$ cat config.mk
export PLATFORM = sky130hd
export DESIGN_NAME = byte_stream_instruction_decoder_top_flat
export DESIGN_NICKNAME = d
export VERILOG_FILES = /design/src/rtl/bsid_pkg.sv /design/src/rtl/bsid_if.sv /design/src/rtl/byte_stream_instruction_decoder_top.sv /design/src/flat_wrapper.sv
export VERILOG_INCLUDE_DIRS = /design/src /design/src/rtl
export SDC_FILE = /design/constraint.sdc
export NUM_CORES = 1
export LEC_CHECK = 0
export BUFFER_PORTS_ARGS = -buffer_cell sky130_fd_sc_hd__buf_2
export CORE_ASPECT_RATIO = 1.25
export CORE_MARGIN = 2
export CORE_UTILIZATION = 51
export CTS_CLUSTER_SIZE = 12
export DETAILED_ROUTE_END_ITERATION = 6
export PLACE_DENSITY = 0.84
export SYNTH_ARGS = -nofsm -noshare
export SYNTH_HDL_FRONTEND = slang
export SYNTH_SLANG_ARGS = --single-unit
$ cat constraint.sdc
create_clock -name clk -period 5.1 [get_ports clk]
set_clock_uncertainty 0.15 [all_clocks]
set_input_delay 0.255 -clock clk [delete_from_list [all_inputs] [get_ports clk]]
set_output_delay 0.255 -clock clk [all_outputs]
set_load 0.005 [all_outputs]
$ cat src/rtl/byte_stream_instruction_decoder_top_defines.svh
// assertion macros for the 8080 byte stream decoder
`ifndef BYTE_STREAM_INSTRUCTION_DECODER_TOP_DEFINES_SVH
`define BYTE_STREAM_INSTRUCTION_DECODER_TOP_DEFINES_SVH

// same-cycle implication, sampled on clk, off during reset
`define BSID_ASSERT_NOW(label, ante, cons, msg) \
	label: assert property (@(posedge clk) disable iff (!arst_n) (ante) |-> (cons)) \
		else $error(msg);

// next-cycle implication, sampled on clk, off during reset
`define BSID_ASSERT_NEXT(label, ante, cons, msg) \
	label: assert property (@(posedge clk) disable iff (!arst_n) (ante) |=> (cons)) \
		else $error(msg);

`endif

$ cat src/rtl/bsid_pkg.sv
// types, codes and decode functions for the 8080 byte stream decoder
`default_nettype none

package bsid_pkg;

	localparam logic [3:0] NONE_OPERAND = 4'd13;
	localparam logic [3:0] PSW_OPERAND  = 4'd12;
	localparam logic [3:0] PAIR_BASE    = 4'd8;

	localparam logic [5:0] M_NOP  = 6'd0;
	localparam logic [5:0] M_LXI  = 6'd1;
	localparam logic [5:0] M_STAX = 6'd2;
	localparam logic [5:0] M_SHLD = 6'd3;
	localparam logic [5:0] M_STA  = 6'd4;
	localparam logic [5:0] M_INX  = 6'd5;
	localparam logic [5:0] M_INR  = 6'd6;
	localparam logic [5:0] M_DCR  = 6'd7;
	localparam logic [5:0] M_MVI  = 6'd8;
	localparam logic [5:0] M_DAD  = 6'd13;
	localparam logic [5:0] M_LDAX = 6'd14;
	localparam logic [5:0] M_LHLD = 6'd15;
	localparam logic [5:0] M_LDA  = 6'd16;
	localparam logic [5:0] M_DCX  = 6'd17;
	localparam logic [5:0] M_MOV  = 6'd22;
	localparam logic [5:0] M_HLT  = 6'd23;
	localparam logic [5:0] M_RCC  = 6'd32;
	localparam logic [5:0] M_POP  = 6'd33;
	localparam logic [5:0] M_JCC  = 6'd34;
	localparam logic [5:0] M_CCC  = 6'd39;
	localparam logic [5:0] M_PUSH = 6'd40;
	localparam logic [5:0] M_RST  = 6'd49;
	localparam logic [5:0] M_RET  = 6'd50;
	localparam logic [5:0] M_PCHL = 6'd51;
	localparam logic [5:0] M_SPHL = 6'd52;
	localparam logic [5:0] M_CALL = 6'd56;

	localparam logic [7:0] OP_HLT = 8'h76;

	localparam logic [1:0] LEN_ONE   = 2'd1;
	localparam logic [1:0] LEN_TWO   = 2'd2;
	localparam logic [1:0] LEN_THREE = 2'd3;

	localparam logic [5:0] ROT_CLASS [0:7] = '{6'd9, 6'd18, 6'd10, 6'd19,
		6'd11, 6'd20, 6'd12, 6'd21};
	localparam logic [5:0] ALU_CLASS [0:7] = '{6'd24, 6'd25, 6'd26, 6'd27,
		6'd28, 6'd29, 6'd30, 6'd31};
	localparam logic [5:0] IMM_CLASS [0:7] = '{6'd41, 6'd42, 6'd43, 6'd44,
		6'd45, 6'd46, 6'd47, 6'd48};
	localparam logic [5:0] MEM_CLASS [0:7] = '{M_STAX, M_LDAX, M_STAX, M_LDAX,
		M_SHLD, M_LHLD, M_STA, M_LDA};
	localparam logic [5:0] MISC_CLASS [0:7] = '{6'd35, 6'd35, 6'd36, 6'd53,
		6'd37, 6'd54, 6'd38, 6'd55};

	typedef struct packed {
		logic [5:0] mnemonic;
		logic [3:0] first_operand;
		logic [3:0] second_operand;
		logic [2:0] cond_or_vector;
	} dec_t;

	function automatic logic [1:0] op_length(input logic [7:0] op);
		logic [2:0] z;
		logic [2:0] y;
		logic [1:0] len;
		z = op[2:0];
		y = op[5:3];
		len = LEN_ONE;
		if (op[7:6] == 2'b00) begin
			if (z == 3'd1 && !y[0])
				len = LEN_THREE;
			else if (z == 3'd2 && y[2])
				len = LEN_THREE;
			else if (z == 3'd6)
				len = LEN_TWO;
		end else if (op[7:6] == 2'b11) begin
			case (z)
				3'd2, 3'd4: len = LEN_THREE;
				3'd3: begin
					if (y <= 3'd1)
						len = LEN_THREE;
					else if (y <= 3'd3)
						len = LEN_TWO;
				end
				3'd5: begin
					if (y[0])
						len = LEN_THREE;
				end
				3'd6: len = LEN_TWO;
				default: len = LEN_ONE;
			endcase
		end
		return len;
	endfunction

	function automatic dec_t decode(input logic [7:0] op);
		logic [2:0] z;
		logic [2:0] y;
		logic [1:0] p;
		logic [3:0] pair;
		logic [3:0] stack_pair;
		dec_t d;
		z = op[2:0];
		y = op[5:3];
		p = op[5:4];
		pair = PAIR_BASE | {2'b00, p};
		stack_pair = (p == 2'd3) ? PSW_OPERAND : pair;
		d.mnemonic = M_NOP;
		d.first_operand = NONE_OPERAND;
		d.second_operand = NONE_OPERAND;
		d.cond_or_vector = 3'd0;
		case (op[7:6])
			2'b00: begin
				case (z)
					3'd0: d.mnemonic = M_NOP;
					3'd1: begin
						d.mnemonic = y[0] ? M_DAD : M_LXI;
						d.first_operand = pair;
					end
					3'd2: begin
						d.mnemonic = MEM_CLASS[y];
						if (!y[2])
							d.first_operand = pair;
					end
					3'd3: begin
						d.mnemonic = y[0] ? M_DCX : M_INX;
						d.first_operand = pair;
					end
					3'd4: begin
						d.mnemonic = M_INR;
						d.first_operand = {1'b0, y};
					end
					3'd5: begin
						d.mnemonic = M_DCR;
						d.first_operand = {1'b0, y};
					end
					3'd6: begin
						d.mnemonic = M_MVI;
						d.first_operand = {1'b0, y};
					end
					default: d.mnemonic = ROT_CLASS[y];
				endcase
			end
			2'b01: begin
				if (op == OP_HLT) begin
					d.mnemonic = M_HLT;
				end else begin
					d.mnemonic = M_MOV;
					d.first_operand = {1'b0, y};
					d.second_operand = {1'b0, z};
				end
			end
			2'b10: begin
				d.mnemonic = ALU_CLASS[y];
				d.first_operand = {1'b0, z};
			end
			default: begin
				case (z)
					3'd0: begin
						d.mnemonic = M_RCC;
						d.cond_or_vector = y;
					end
					3'd1: begin
						if (!y[0]) begin
							d.mnemonic = M_POP;
							d.first_operand = stack_pair;
						end else if (y == 3'd5) begin
							d.mnemonic = M_PCHL;
						end else if (y == 3'd7) begin
							d.mnemonic = M_SPHL;
						end else begin
							d.mnemonic = M_RET;
						end
					end
					3'd2: begin
						d.mnemonic = M_JCC;
						d.cond_or_vector = y;
					end
					3'd3: d.mnemonic = MISC_CLASS[y];
					3'd4: begin
						d.mnemonic = M_CCC;
						d.cond_or_vector = y;
					end
					3'd5: begin
						if (!y[0]) begin
							d.mnemonic = M_PUSH;
							d.first_operand = stack_pair;
						end else begin
							d.mnemonic = M_CALL;
						end
					end
					3'd6: d.mnemonic = IMM_CLASS[y];
					default: begin
						d.mnemonic = M_RST;
						d.cond_or_vector = y;
					end
				endcase
			end
		endcase
		return d;
	endfunction

endpackage

`default_nettype wire

$ cat src/rtl/bsid_if.sv
// byte and result channel interfaces for the 8080 byte stream decoder
`default_nettype none

interface bsid_byte_if;
	logic       valid;
	logic       ready;
	logic [7:0] code_byte;

	modport source (output valid, output code_byte, input ready);
	modport sink (input valid, input code_byte, output ready);
endinterface

interface bsid_result_if;
	logic        valid;
	logic        ready;
	logic [7:0]  opcode;
	logic [5:0]  mnemonic;
	logic [3:0]  first_operand;
	logic [3:0]  second_operand;
	logic [2:0]  cond_or_vector;
	logic [15:0] immediate;
	logic [1:0]  length;

	modport source (output valid, output opcode, output mnemonic, output first_operand,
		output second_operand, output cond_or_vector, output immediate, output length,
		input ready);
	modport sink (input valid, input opcode, input mnemonic, input first_operand,
		input second_operand, input cond_or_vector, input immediate, input length,
		output ready);
endinterface

`default_nettype wire

$ cat src/rtl/byte_stream_instruction_decoder_top.sv
// 8080 instruction decoder over a code byte stream: a byte register, decode, a result register
// a completed instruction passes from the byte register through decode into the result register
// throughput: one byte per cycle unless a completing byte stalls, set by the single decode stage and result register
// while a result waits, a byte that completes an instruction stalls in the byte register
// reset clears the valid flags and the operand byte counter; a partial instruction is dropped
`default_nettype none
`include "byte_stream_instruction_decoder_top_defines.svh"

module byte_stream_instruction_decoder_top (
	input  wire            clk,
	input  wire            arst_n,
	bsid_byte_if.sink      code,
	bsid_result_if.source  result
);

	localparam logic [1:0] NEED_NONE   = 2'd0;
	localparam logic [1:0] NEED_ONE    = 2'd1;
	localparam logic [1:0] NEED_TWO    = 2'd2;
	localparam logic [1:0] NEED_UNUSED = 2'd3;

	logic        valid_s1;
	logic [7:0]  byte_s1;
	logic [1:0]  need_q;
	logic [7:0]  held_op_q;
	logic [7:0]  held_low_q;
	logic        out_valid_q;

	logic [7:0]        op_sel;
	logic [1:0]        len_sel;
	bsid_pkg::dec_t    dec;
	logic              produces;
	logic              out_free;
	logic              s1_go;
	logic [15:0]       imm;

	assign op_sel   = (need_q == NEED_ONE) ? held_op_q : byte_s1;
	assign len_sel  = bsid_pkg::op_length(op_sel);
	assign dec      = bsid_pkg::decode(op_sel);
	assign produces = (need_q == NEED_ONE) || (need_q != NEED_TWO && len_sel == bsid_pkg::LEN_ONE);
	assign out_free = !out_valid_q || result.ready;
	assign s1_go    = valid_s1 && (!produces || out_free);
	assign code.ready = !valid_s1 || s1_go;

	always_comb begin
		imm = 16'd0;
		if (need_q == NEED_ONE) begin
			if (len_sel == bsid_pkg::LEN_THREE)
				imm = {byte_s1, held_low_q};
			else
				imm = {8'd0, byte_s1};
		end
	end

	always_ff @(posedge clk or negedge arst_n) begin
		if (!arst_n) begin
			valid_s1 <= 1'b0;
		end else if (code.valid && code.ready) begin
			valid_s1 <= 1'b1;
		end else if (s1_go) begin
			valid_s1 <= 1'b0;
		end
	end

	always_ff @(posedge clk) begin
		if (code.valid && code.ready)
			byte_s1 <= code.code_byte;
	end

	// operand gathering; the unused counter code 3 behaves as awaiting an opcode
	always_ff @(posedge clk or negedge arst_n) begin
		if (!arst_n) begin
			need_q     <= NEED_NONE;
			held_op_q  <= 8'd0;
			held_low_q <= 8'd0;
		end else if (s1_go) begin
			case (need_q)
				NEED_TWO: begin
					held_low_q <= byte_s1;
					need_q     <= NEED_ONE;
				end
				NEED_ONE: need_q <= NEED_NONE;
				default: begin
					if (len_sel != bsid_pkg::LEN_ONE) begin
						held_op_q  <= byte_s1;
						held_low_q <= 8'd0;
						need_q     <= len_sel - 2'd1;
					end else begin
						need_q <= NEED_NONE;
					end
				end
			endcase
		end
	end

	always_ff @(posedge clk or negedge arst_n) begin
		if (!arst_n) begin
			out_valid_q <= 1'b0;
		end else if (s1_go && produces) begin
			out_valid_q <= 1'b1;
		end else if (result.ready) begin
			out_valid_q <= 1'b0;
		end
	end

	always_ff @(posedge clk) begin
		if (s1_go && produces) begin
			result.opcode         <= op_sel;
			result.mnemonic       <= dec.mnemonic;
			result.first_operand  <= dec.first_operand;
			result.second_operand <= dec.second_operand;
			result.cond_or_vector <= dec.cond_or_vector;
			result.immediate      <= imm;
			result.length         <= len_sel;
		end
	end

	assign result.valid = out_valid_q;

	`BSID_ASSERT_NOW(a_counter_code, 1'b1, need_q != NEED_UNUSED, "operand counter holds unused code")
	`BSID_ASSERT_NEXT(a_low_then_high, s1_go && need_q == NEED_TWO, need_q == NEED_ONE,
		"low operand byte not followed by awaiting high byte")
	`BSID_ASSERT_NEXT(a_result_loaded, s1_go && produces, out_valid_q,
		"completed instruction did not reach result register")
	`BSID_ASSERT_NOW(a_short_no_imm, result.valid && result.length == bsid_pkg::LEN_ONE,
		result.immediate == 16'd0, "one-byte instruction carries an immediate")
	`BSID_ASSERT_NOW(a_mov_only_src, result.valid && result.mnemonic != bsid_pkg::M_MOV,
		result.second_operand == bsid_pkg::NONE_OPERAND, "source operand set outside MOV")

endmodule

`default_nettype wire
$ cat src/flat_wrapper.sv
// flat-port wrapper written by rule: the top's interface ports become plain ports
module byte_stream_instruction_decoder_top_flat 
  (clk, arst_n, code_valid, code_code_byte, code_ready, result_valid, result_opcode, result_mnemonic, result_first_operand, result_second_operand, result_cond_or_vector, result_immediate, result_length, result_ready);
  bsid_byte_if code_i ();
  bsid_result_if result_i ();
  input  wire clk;
  input  wire arst_n;
  input wire logic [$bits(code_i.valid)-1:0] code_valid;
  input wire logic [$bits(code_i.code_byte)-1:0] code_code_byte;
  output wire logic [$bits(code_i.ready)-1:0] code_ready;
  output wire logic [$bits(result_i.valid)-1:0] result_valid;
  output wire logic [$bits(result_i.opcode)-1:0] result_opcode;
  output wire logic [$bits(result_i.mnemonic)-1:0] result_mnemonic;
  output wire logic [$bits(result_i.first_operand)-1:0] result_first_operand;
  output wire logic [$bits(result_i.second_operand)-1:0] result_second_operand;
  output wire logic [$bits(result_i.cond_or_vector)-1:0] result_cond_or_vector;
  output wire logic [$bits(result_i.immediate)-1:0] result_immediate;
  output wire logic [$bits(result_i.length)-1:0] result_length;
  input wire logic [$bits(result_i.ready)-1:0] result_ready;
  assign code_i.valid = code_valid;
  assign code_i.code_byte = code_code_byte;
  assign code_ready = code_i.ready;
  assign result_valid = result_i.valid;
  assign result_opcode = result_i.opcode;
  assign result_mnemonic = result_i.mnemonic;
  assign result_first_operand = result_i.first_operand;
  assign result_second_operand = result_i.second_operand;
  assign result_cond_or_vector = result_i.cond_or_vector;
  assign result_immediate = result_i.immediate;
  assign result_length = result_i.length;
  assign result_i.ready = result_ready;
  byte_stream_instruction_decoder_top u_core (.clk(clk), .arst_n(arst_n), .code(code_i), .result(result_i));
endmodule
==> flow_metrics.py, run 1 <==
metrics = {
    "clocking": {
        "clock-sinks": 71,
        "tritoncts": "yes",
        "cts_resized": 0,
        "clk_latency_ns": 0.36,
        "htree_levels": 3,
        "cts_buffers": 9,
        "clkTransAtPathRegs_ns": 0.07,
        "cts_root_buffer": "clkbuf_8",
        "cts-hold-fix-buffers": 10,
        "post-cts-setup-buffer-count": 0,
        "clockBufferDepth": 2,
    },
    "worst_setup_path": {
        "cp-end-kind": "flop",
        "reg2reg_setup_slack_ns": 0.75,
        "r2r_end": "u_core.result.first_operand[1]",
        "ff2ff_path_depth": 15,
        "critPathRequiredTime_ns": 5.01,
        "path_class": "flop to flop",
        "startpoint_type": "flop",
        "critPathArrivalTime_ns": 4.25,
        "path_max_fanout": 40,
        "r2r-start": "u_core.need_q[1]",
    },
    "min_path": {
        "min_path_cells": 3,
        "hold_class": "primary input to flop",
        "min_to": "u_core.result.valid",
        "hp-start": "result_ready",
    },
    "routing": {
        "wl_mm": 8.62,
        "drtPass1Iterations": 5,
        "wl_per_cell_um": 17.7,
        "vias": 2935,
        "viasPerCell": 6.03,
        "drc": 0,
        "drtIter0Drc": 360,
        "ant_nets": 0,
    },
    "synthesis": {
        "yosys_most_used_dff": "edfxtp_1",
        "synth_area_per_cell_um2": 11.2,
        "ys_ff_latch": 71,
        "synth.yosys.warnings": 0,
        "synth_edf_count": 51,
        "synthCells": 333,
        "synth_area_leader_cell": "edfxtp_1",
        "async_reset_ff_frac": 0.282,
        "yosysSeqAreaShare": 0.545,
        "synth_area_leaders": "edfxtp_1 (41%), dfrtp_1 (13%), ha_1 (4.0%), mux2i_1 (3.5%), mux2_2 (3.0%)",
        "netlist.area_leader.share": 0.411,
        "ys_types": 59,
        "netlist_area_um2": 3730,
        "postSynthNetCount": 357,
    },
    "timing": {
        "finalHoldViolCount": 0,
        "finalSetupViolCount": 0,
        "period_share": 0.852,
        "slew_violations": 0,
        "period_minus_slack_ns": 4.35,
        "timing_worst_slew_pin_value_ns": 0.670,
        "tns_ns": 0,
        "max_freq_ghz": 0.230,
        "rsz0062_at_grt": "no",
        "relSlewSlack": 0.554,
    },
    "placed_design": {
        "placed_cells": 461,
        "port_buffers": 56,
        "gp_congestion": 0.937,
        "hpwlAfterDp_mm": 5.85,
    },
    "layout": {
        "drive_gt1_frac": 0.254,
        "nNetsFinal": 416,
        "num_antenna_cells": 0,
        "fin_cells": 487,
        "syn_to_final_growth_pct": 16.7,
        "final_cell_mix": "buf_2 (56), edfxtp_1 (51), nand2_1 (24)",
        "final_common_cell": "buf_2",
    },
    "grt": {
        "antenna_found_initial": 0,
        "grt-ovfl-total": 0,
        "grtUsageTotal": 0.233,
        "grt_pass1_wl_mm": 14.0,
        "grt_max_degree": 41,
        "grt_pass1_vias": 2887,
    },
    "power": {
        "power.leakage_uw": 0.00174,
        "max-vdd-ir-drop_v": 0.000315,
        "powerDensity_nw_per_um2": 524,
    },
    "run": {
        "drv_cap": 0,
    },
    "floorplanning": {
        "die_width_um": 80.5,
        "core_um2": 7020,
        "die_area_um2": 8010,
        "io_pins": 57,
        "start_util": 0.531,
        "rows": 34,
        "die_height_um": 99.6,
    },
    "outcome": {
        "status": "finished clean",
    },
}
## final cells by class
type | count | area (um2)
Tap cell | 90 | 113
Sequential cell | 71 | 2030
Timing Repair Buffer | 71 | 430
Fill cell | 550 | 2670
Inverter | 25 | 93.8
Clock inverter | 5 | 37.5
Multi-Input combinational cell | 214 | 1490
Clock buffer | 11 | 153
## power breakdown
part / internal (uW) / switching (uW) / leakage (uW) / total [uW]
combinational: 346 / 518 / 0.000898 / 864
sequential: 883 / 109 / 0.000744 / 992
clock: 209 / 215 / 0.0000994 / 423
## layer usage
metal / wire length (um) / vias up / GRT usage / part of all wire
met5: 0 / - / 0 / 0
met4: 419 / 0 / 0.138 / 0.049
met3: 616 / 45 / 0.0499 / 0.072
met2: 4290 / 181 / 0.388 / 0.50
met1: 3290 / 1360 / 0.274 / 0.38
li1: - / 1349 / - / -
## through the flow
| step | area (um2) | power, uW | setup slack [ns] | hold WS, ns | util |
|---|---|---|---|---|---|
| 2_1_floorplan | 3730 | 1550 | 0.587 | -0.191 | - |
| 3_5_place_dp | 4060 | 1850 | 0.800 | 0.0741 | 0.578 |
| 4_1_cts | 4350 | 2280 | 0.781 | 0.124 | 0.620 |
| 6_report | 4350 | 2280 | 0.754 | 0.142 | 0.620 |
| 5_1_grt | 4350 | 2420 | 0.366 | 0.181 | 0.620 |
| 3_3_place_gp | 4060 | 1830 | 0.859 | 0.0631 | 0.578 |
## how the worst max path moves through the flow
stage                                 endpoint  slack (ns)        startpoint
2_1_floorplan  u_core.result.cond_or_vector[0]        0.59  u_core.need_q[1]
3_3_place_gp         u_core.result.mnemonic[2]        0.86  u_core.need_q[1]
3_5_place_dp         u_core.result.mnemonic[2]        0.80  u_core.need_q[1]
4_1_cts         u_core.result.first_operand[1]        0.78  u_core.need_q[1]
5_1_grt                u_core.result.length[0]        0.37  u_core.need_q[1]
6_report        u_core.result.first_operand[1]        0.75  u_core.need_q[1]
## kinds of logic (layout without fill, tap and decap cells)
family | after synthesis | count (layout) | synth area share
flip-flops | 71 | 71 | 0.545
buffers and inverters | 48 | 112 | 0.0570
multiplexers | 27 | 27 | 0.0825
adder cells (fa/ha/maj) | 12 | 12 | 0.0403
AO/OA/AOI/OAI | 83 | 83 | 0.153
AND/OR/NAND/NOR | 92 | 92 | 0.122
## registers in the layout, indices dropped and copies added, names as in the netlist
register                      cells
u_core.byte_s1                    8
u_core.held_low_q                 8
u_core.held_op_q                  8
u_core.need_q                     2
u_core.result.cond_or_vector      3
u_core.result.first_operand       4
u_core.result.immediate          16
u_core.result.length              2
u_core.result.mnemonic            6
u_core.result.opcode              8
u_core.result.second_operand      4
u_core.result.valid               1
u_core.valid_s1                   1
## worst max-delay path: stages, from the launching register on
cell,delay (ns)
dfrtp_1,0.40
inv_1,0.07
ha_1,0.17
buf_4,0.38
mux2i_4,0.28
buf_4,0.25
inv_2,0.17
nor2_1,0.25
o21ai_0,0.12
o21ai_0,0.14
a22oi_1,0.13
ha_1,0.26
a21oi_2,0.28
o21ai_1,0.24
nor2_4,0.48
buf_12,0.26
## cells in the mapped netlist (2+ instances only)
library cell,number
edfxtp_1,51
nand2_1,24
dfrtp_1,20
inv_1,20
o21ai_0,20
nor2_1,18
nand3_1,14
clkbuf_1,13
mux2i_1,13
a21oi_1,12
ha_1,12
mux2_2,10
nor2b_1,9
and3_1,8
nand2b_1,7
o21ai_1,6
buf_2,5
inv_2,5
a31oi_1,4
a211oi_1,3
a221oi_1,3
a32oi_1,3
buf_6,3
nand4_1,3
o211ai_1,3
o22ai_1,3
a211o_1,2
a221o_1,2
a22oi_1,2
and2_1,2
mux2i_2,2
nor3_1,2
o221ai_1,2
o32ai_1,2
No activity file was read; power rests on OpenSTA's default activity.
==> run 2: changes to the inputs <==
--- a/config.mk
+++ b/config.mk
@@ -13,6 +13,7 @@
 export CTS_CLUSTER_SIZE = 12
 export DETAILED_ROUTE_END_ITERATION = 6
 export PLACE_DENSITY = 0.84
+export REMOVE_ABC_BUFFERS = 1
 export SYNTH_ARGS = -nofsm -noshare
 export SYNTH_HDL_FRONTEND = slang
 export SYNTH_SLANG_ARGS = --single-unit
==> run 2 against run 1 <==
Non-clock buffer count increased by 1. Maximum frequency rose by 4.0%. Combinational power about the same. Global-route usage fell by 0.66 points. Largest power group unchanged.
==> flow_metrics.py, run 2 (synthesis gave the netlist of run 1 again) <==
metrics = {
    "timing": {
        "period_minus_slack_ns": 4.18,
        "relSlewSlack": 0.508,
        "max_freq_ghz": 0.239,
        "timing_worst_slew_pin_value_ns": 0.738,
        "finalHoldViolCount": 0,
        "rsz0062_at_grt": "no",
        "finalSetupViolCount": 0,
        "slew_violations": 0,
        "tns_ns": 0,
        "hold_slack_ns": 0.142,
        "period_share": 0.819,
    },
    "layout": {
        "nNetsFinal": 417,
        "largest_register_ffs": 16,
        "multi_input_area_um2": 1490,
        "nFillCells": 564,
        "final_common_cell": "buf_2",
        "syn_to_final_growth_pct": 17.4,
        "final_cell_mix": "buf_2 (56), edfxtp_1 (51), nand2_1 (24)",
        "fin_cells": 488,
        "seq_area_um2": 2030,
        "regMostFlops": "u_core.result.immediate",
        "num_antenna_cells": 0,
        "drive_gt1_frac": 0.256,
    },
    "routing": {
        "wl_per_cell_um": 17.4,
        "vias": 2968,
        "drc": 0,
        "ant_nets": 0,
        "drtPass1Iterations": 6,
        "drtIter0Drc": 461,
        "wl_mm": 8.48,
        "viasPerCell": 6.08,
    },
    "power": {
        "powerDensity_nw_per_um2": 527,
        "max-vdd-ir-drop_v": 0.000395,
        "power.leakage_uw": 0.00176,
    },
    "min_path": {
        "hold_class": "primary input to flop",
    },
    "run": {
        "drv_cap": 0,
    },
    "worst_setup_path": {
        "path_class": "flop to flop",
        "critPathRequiredTime_ns": 5.19,
        "critPathArrivalTime_ns": 4.27,
        "path_max_fanout": 41,
        "cp-end-kind": "flop",
        "startpoint_type": "flop",
    },
    "floorplanning": {
        "core_um2": 7020,
        "die_height_um": 99.6,
        "rows": 34,
        "die_width_um": 80.5,
        "io_pins": 57,
        "die_area_um2": 8010,
        "start_util": 0.531,
    },
    "grt": {
        "grtUsageTotal": 0.226,
        "grt_max_degree": 44,
        "antenna_found_initial": 0,
        "grt_pass1_vias": 2774,
        "grt_pass1_wl_mm": 13.8,
        "grt-ovfl-total": 0,
    },
    "clocking": {
        "tritoncts": "yes",
        "clock-sinks": 71,
        "clk_latency_ns": 0.35,
        "cts_resized": 0,
        "cts_root_buffer": "clkbuf_8",
        "cts_buffers": 9,
        "clkTransAtPathRegs_ns": 0.09,
        "clockBufferDepth": 2,
        "htree_levels": 3,
    },
    "placed_design": {
        "gp_congestion": 0.941,
        "port_buffers": 56,
        "hpwlAfterDp_mm": 5.64,
        "placed_cells": 462,
    },
    "outcome": {
        "status": "finished clean",
    },
}
==> run 2: cell count changes in the layout (fill, tap and decap cells not counted), sizes merged <==
cell | before | now
buf | 61 | 62
clkbuf | 11 | 12
clkinv | 3 | 2
==> run 2: worst max-delay path, stage by stage, from the launching register on <==
cell,delay [ns]
dfrtp_1,0.40
inv_1,0.06
ha_1,0.13
buf_4,0.38
mux2i_1,0.35
ha_1,0.48
nor2b_1,0.14
a31oi_1,0.37
ha_1,0.28
a21oi_2,0.11
o21ai_1,0.46
or2_1,0.37
mux2_2,0.39
==> run 2: routing by layer <==
metal | global-route usage | wire length, um | vias up
met3 | 0.0517 | 664 | 30
met1 | 0.298 | 3360 | 1419
met2 | 0.363 | 4150 | 169
li1 | - | - | 1350
met4 | 0.0874 | 298 | 0
met5 | 0 | 0 | -
==> run 2: area by class of cell <==
class / count / area share
flip-flops and latches: 71 / 0.464
multi-input cells: 214 / 0.341
inverters: 25 / 0.0214
well taps: 90 / 0.0257
repair buffers: 72 / 0.100
clock buffers: 12 / 0.0406
clock inverters: 4 / 0.00743
==> run 2: worst paths after layout <==
path / startpoint / endpoint / slack [ns] / cells after the start
max: u_core.need_q[1] / u_core.held_op_q[5] / 0.92 / 12
min: result_ready / u_core.result.valid / 0.14 / 3
max reg2reg: u_core.need_q[1] / u_core.held_op_q[5] / 0.92 / 12
min reg2reg: u_core.need_q[1] / u_core.need_q[1] / 0.39 / 2
max in group asynchronous: arst_n / u_core.held_low_q[4] / 4.25 / 2
min in group asynchronous: arst_n / u_core.held_low_q[1] / 0.22 / 2
==> run 2: stage by stage <==
stage / setup slack [ns] / utilization / power (uW) / instance area [um2]
after CTS: 0.959 / 0.624 / 2310 / 4380
after floorplan: -0.460 / - / 1520 / 3610
after detailed placement: 0.953 / 0.580 / 1850 / 4070
after global routing: 0.594 / 0.624 / 2450 / 4380
after global placement: 1.21 / 0.580 / 1820 / 4070
final: 0.921 / 0.624 / 2310 / 4380
==> run 2: what timing repair did <==
action	CTS	global route
buffers inserted	0	0
setup endpoints to repair	0	0
hold endpoints to repair	29	0
hold buffers	10	0
==> run 2: report_power, final <==
part | switching [uW] | total, uW | internal [uW] | leakage (uW)
logic | 515 | 863 | 348 | 0.000903
clock network | 216 | 456 | 240 | 0.000108
registers | 108 | 990 | 882 | 0.000744
